[src/design/toc_pkg.sv]
`timescale 1ns / 1ps
package toc_pkg;

  localparam int IvW  = 20;   // interval width
  localparam int OfW  = 21;   // offset width
  localparam int RtW  = 28;   // reference time and totals
  localparam int EtW  = 37;   // Q.8 edge time
  localparam int EwW  = 38;   // edge arithmetic headroom
  localparam int QW   = 25;   // quotient, 24 fraction bits
  localparam int FrW  = 24;   // fraction bits of a factor
  localparam int CsW  = 24;   // min spacing width
  localparam int AoW  = 28;   // adjusted offset width
  localparam int AcW  = 62;   // product accumulator
  localparam int LoW  = 18;   // low slice of an edge magnitude
  localparam int StW  = 5;    // divider step counter

  typedef enum logic [3:0] {
    S_LOAD, S_DIV1, S_A_RD, S_A_MUL, S_A_WR, S_CHK, S_DIV2,
    S_B_RD, S_B_M0, S_B_M1, S_B_EDGE, S_B_EMIT
  } toc_state_e;

  typedef struct packed {
    logic [RtW-1:0]        rtime;
    logic signed [OfW-1:0] off;
  } toc_ld_t;

  typedef struct packed {
    logic           start;
    logic [EtW-1:0] dividend;
    logic [EtW-1:0] divisor;
  } toc_div_req_t;

  typedef struct packed {
    logic          done;
    logic [QW-1:0] quot;
  } toc_div_rsp_t;

endpackage

[src/design/toc_div.sv]
`timescale 1ns / 1ps
module toc_div (
  input  logic                  clk_i,
  input  logic                  rst_ni,
  input  toc_pkg::toc_div_req_t req_i,
  output toc_pkg::toc_div_rsp_t rsp_o
);
  import toc_pkg::*;

  logic [EwW-1:0] rem_q;
  logic [EtW-1:0] dvs_q;
  logic [QW-1:0]  quot_q;
  logic [StW-1:0] step_q;
  logic           busy_q, done_q;
  logic [EwW-1:0] shl, dvs_x, a_x, d_x;
  logic           ge, first;

  // one quotient bit per cycle; the remainder stays below the divisor when the dividend is below twice the divisor
  always_comb begin
    shl   = {rem_q[EwW-2:0], 1'b0};
    dvs_x = {1'b0, dvs_q};
    ge    = (shl >= dvs_x);
    a_x   = {1'b0, req_i.dividend};
    d_x   = {1'b0, req_i.divisor};
    first = (a_x >= d_x);
  end

  always_ff @(posedge clk_i or negedge rst_ni) begin
    if (!rst_ni) begin
      busy_q <= 1'b0;
      done_q <= 1'b0;
      step_q <= '0;
    end else begin
      done_q <= 1'b0;
      if (req_i.start) begin
        busy_q <= 1'b1;
        step_q <= StW'(QW - 1);
      end else if (busy_q) begin
        step_q <= step_q - 1'b1;
        if (step_q == StW'(1)) begin
          busy_q <= 1'b0;
          done_q <= 1'b1;
        end
      end
    end
  end

  always_ff @(posedge clk_i) begin
    if (req_i.start) begin
      dvs_q  <= req_i.divisor;
      rem_q  <= first ? (a_x - d_x) : a_x;
      quot_q <= {{(QW-1){1'b0}}, first};
    end else if (busy_q) begin
      rem_q  <= ge ? (shl - dvs_x) : shl;
      quot_q <= {quot_q[QW-2:0], ge};
    end
  end

  assign rsp_o.done = done_q;
  assign rsp_o.quot = quot_q;

endmodule

[config.mk]
export PLATFORM = sky130hd
export DESIGN_NAME = toc_div
export DESIGN_NICKNAME = d
export VERILOG_FILES = /design/src/design/toc_pkg.sv /design/src/design/toc_div.sv
export SDC_FILE = /design/constraint.sdc
export NUM_CORES = 1
export LEC_CHECK = 0
export BUFFER_PORTS_ARGS = -buffer_cell sky130_fd_sc_hd__buf_2
export CAP_MARGIN = 20
export CORE_MARGIN = 2
export CORE_UTILIZATION = 50
export DETAILED_ROUTE_END_ITERATION = 16
export GPL_TIMING_DRIVEN = 1
export PLACE_DENSITY = 0.66
export SLEW_MARGIN = 25
export SYNTH_ARGS = -nofsm -noshare
export SYNTH_HDL_FRONTEND = slang
export SYNTH_SLANG_ARGS = --single-unit
[constraint.sdc]
create_clock -name clk_i -period 3.1 [get_ports clk_i]
set_input_delay 0.31 -clock clk_i [delete_from_list [all_inputs] [get_ports clk_i]]
set_output_delay 0.31 -clock clk_i [all_outputs]
set_load 0.01 [all_outputs]
==> flow_metrics.tcl <==
set metrics [dict create \
    outcome "finished, violations left" \
    violations "setup timing" \
    required_ns 3.31 \
    regArea_sq_um 2910 \
    drc 0 \
    finalMaxSlewViolations 0 \
    min_period_ns 3.12 \
    finish.net_count 1389 \
    slowest_delay_ns 0.45 \
    dpl.cell_count 1442 \
    cts_max_level 3 \
    worstPathArrival_ns 3.32 \
    cts_buffer_depth 2 \
    power_frac_seq_pct 23.8 \
    fin_crit_sh_pct 100 \
    grt_max_degree 52 \
    synth_flop_cell "edfxtp_1" \
    syn-mean-instance-area_sq_um 8.59 \
    fin_tns_setup_ns -0.0257 \
    ys_seq_elements 106 \
    p_leak_nw 5.21 \
    insertion_delay_ns 0.36 \
    ys_warn_count 0 \
    ir_drop_v 0.000440 \
    first_global_vias 7707 \
    core_sq_um 17800 \
    grt_first_pass_wirelength_mm 39.9 \
    place.gp.congestion 0.928 \
    drtAntennaViolNets 0 \
    maxCapViolCount 0 \
    p_sw_mw 3.88 \
    rsz0062_at_grt "true" \
    drt-initial-drc-count 737 \
    dieArea_sq_um 19200 \
    grt_usage_pct 25.8 \
    cp_max_fo 19 \
    antennaDiodeCount 0 \
    ys_seq_area_share_pct 32.2 \
    synth_top_area_share_pct 24.9 \
    syn_area_sq_um 9030 \
    cpLargestDelayFamily "compound AO/OA/AOI/OAI gates" \
    worst_slew_pin_slew_ns 0.543 \
    end_kind "register" \
    post-dp-hpwl_mm 20.1 \
    worstSetupStartpointType "register" \
    cellPowerDensity_nw_per_um2 811 \
    vias_per_cell 5.69 \
    cts_tree "yes" \
    cts-buffers-inserted 9 \
    firstDrtPassIters 5 \
    drive_above_1_share_pct 26.2 \
    crit_chain "fa_2 > nor2b_2 > o31a_1 > o21a_2 > o21ai_2 > o211ai_1 > nand4_1 > o21ba_4 > clkbuf_16 > o311a_1 > a31oi_1" \
    pwr-share-comb_pct 63.6 \
    multiInputGateArea_sq_um 5850 \
    cp_num_buf_inv 1 \
    swShare_pct 42.5 \
    die_x_microns 138 \
    fin_ws_ns -0.0153 \
    setup_viol 3 \
    synth_nets 1206 \
    async_reset_ff_share_pct 6.60 \
    antenna_found_initial 0 \
    hp-class "primary input to register" \
    overflow 0 \
    post_synth_num_cell_types 89 \
    cts_sinks 106 \
    synth_area_leaders "edfxtp_1, ha_1, dfxtp_1" \
    path_class "register to register" \
    synth-edff-count 75 \
    rows 49 \
    internal-power_mw 5.25 \
    fin_skew_ns 0.0101 \
    area_delta_synth_final_pct 24.5 \
    max_slew_margin_pct 63.8 \
    vias 8360 \
    port_buffers 102 \
    fmax_ghz 0.321 \
    die_h_microns 138 \
    io_pins 103 \
    synthCells 1051 \
    path_clk_slew_ns 0.07 \
    wl_mm 25.5 \
    yosysTopAreaCell "edfxtp_1" \
    clkPwrFrac_pct 12.6 \
    final-hold-violation-count 0 \
    wl_per_cell_microns 17.3 \
    root_buffer "clkbuf_16" \
    n_fill_cell 1572 \
    final_cell_count_no_fill 1468 \
    cp_slowest_cell "edfxtp_1" \
    start_util_pct 50.6 \
]
[worst paths after layout]
path / start / end / slack [ns] / cells after the start
setup / recovery: dvs_q[1] / rem_q[5] / -0.02 / 11
hold / removal: req_i[11] / dvs_q[11] / 0.14 / 1
setup reg to reg: dvs_q[1] / rem_q[5] / -0.02 / 11
hold reg to reg: quot_q[19] / quot_q[19] / 0.52 / 2
max in group asynchronous: rst_ni / busy_q / 2.65 / 2
min in group asynchronous: rst_ni / step_q[2] / 0.30 / 2
[per-layer routing]
layer	global-route usage [%]	up-vias	share of wire [%]	wire (microns)
met1	40.3	3920	50	12700
met2	37.2	261	42	10700
met5	0	-	0	0
li1	-	4151	-	-
met4	6.39	0	1.8	454
met3	3.84	28	6.4	1630
[stage by stage]
stage          utilization [%]  hold WS (ns)  setup WS, ns  area, sq um  total power [mW]
2_1_floorplan                -        0.0144         0.290         9030              5.51
3_3_place_gp              58.6         0.151        -0.108        10500              7.07
3_5_place_dp              58.6         0.151        -0.145        10500              7.11
4_1_cts                   60.7         0.129        0.0110        10800              8.41
5_1_grt                   63.0         0.130        -0.130        11200              9.78
6_report                  63.0         0.138       -0.0153        11200              9.12
[cells in the mapped netlist, drive strengths merged, types with 9 or more instances]
cell type and count:
o21ai 54, a21o 27, clkbuf 17, dfxtp 24, a21oi 88, nand2b 13
nor2b 10, ha 76, mux2i 32, nand4 19, edfxtp 75, a31oi 33
xor2 28, nor2 103, o21a 18, inv 99, a211oi 31, nand2 103
xnor2 38, nor3 10, nand3 9, buf 32, o211ai 10
[cells in the final DEF (no fill, tap or decap), types with 4 or more instances in the layout]
cell type / instances
xnor2_1: 38
and2_1: 5
nand4_1: 18
buf_4: 105
dfrtp_1: 7
mux2i_1: 32
a21oi_1: 79
nand2_1: 101
edfxtp_1: 75
and3_1: 6
nor2_1: 97
a31oi_1: 29
a21oi_2: 8
nor3_1: 8
buf_2: 101
buf_12: 4
nand2b_1: 13
inv_1: 97
xor2_1: 28
dfxtp_1: 24
ha_1: 67
a21o_1: 27
o211ai_1: 9
nor2b_1: 9
nand3_1: 9
ha_4: 8
o21bai_1: 8
a211oi_1: 5
o21ai_1: 14
clkbuf_16: 12
o21a_1: 17
o21ai_0: 37
or3_1: 5
nor2_2: 6
a211oi_2: 25
buf_6: 7
[power by group through the flow]
stage               registers [mW]  clock network [mW]  logic, mW
floorplan                     2.09                   0       3.42
global placement              2.14                   0       4.94
detailed placement            2.14                   0       4.97
CTS                           2.13                1.16       5.12
global route                  2.21                1.22       6.36
finish                        2.17                1.15       5.80
[cell type report]
| type | count | area share, % |
|---|---|---|
| inverter | 99 | 3.30 |
| clock inverter | 5 | 0.389 |
| clock buffer | 11 | 2.25 |
| tap | 229 | 2.55 |
| sequential | 106 | 25.9 |
| timing repair buffer | 221 | 13.7 |
| multi-input combinational | 797 | 52.0 |
[state kept, by name, indices dropped and copies added (netlist names)]
signal  cells
quot_q     25
dvs_q      37
rem_q      37
step_q      5
busy_q      1
done_q      1
[repair_timing]
action,in CTS,in global routing
setup buffers,0,6
hold endpoints to repair,7,0
cloned,0,3
resized for setup,14,55
setup endpoints to repair,24,34
hold buffers,1,0
pin swaps,3,21
[cells by family (layout without fill, tap and decap cells)]
kind of cell	Yosys count	in the layout	synth area share, %
buf+inv	148	336	6.97
simple gates	302	302	15.7
flops	106	106	32.2
xor+xnor	66	66	6.40
mux	35	35	3.92
compound gates	316	316	23.9
fa+ha+maj	78	78	11.0
No activity file was read; power rests on OpenSTA's default activity.
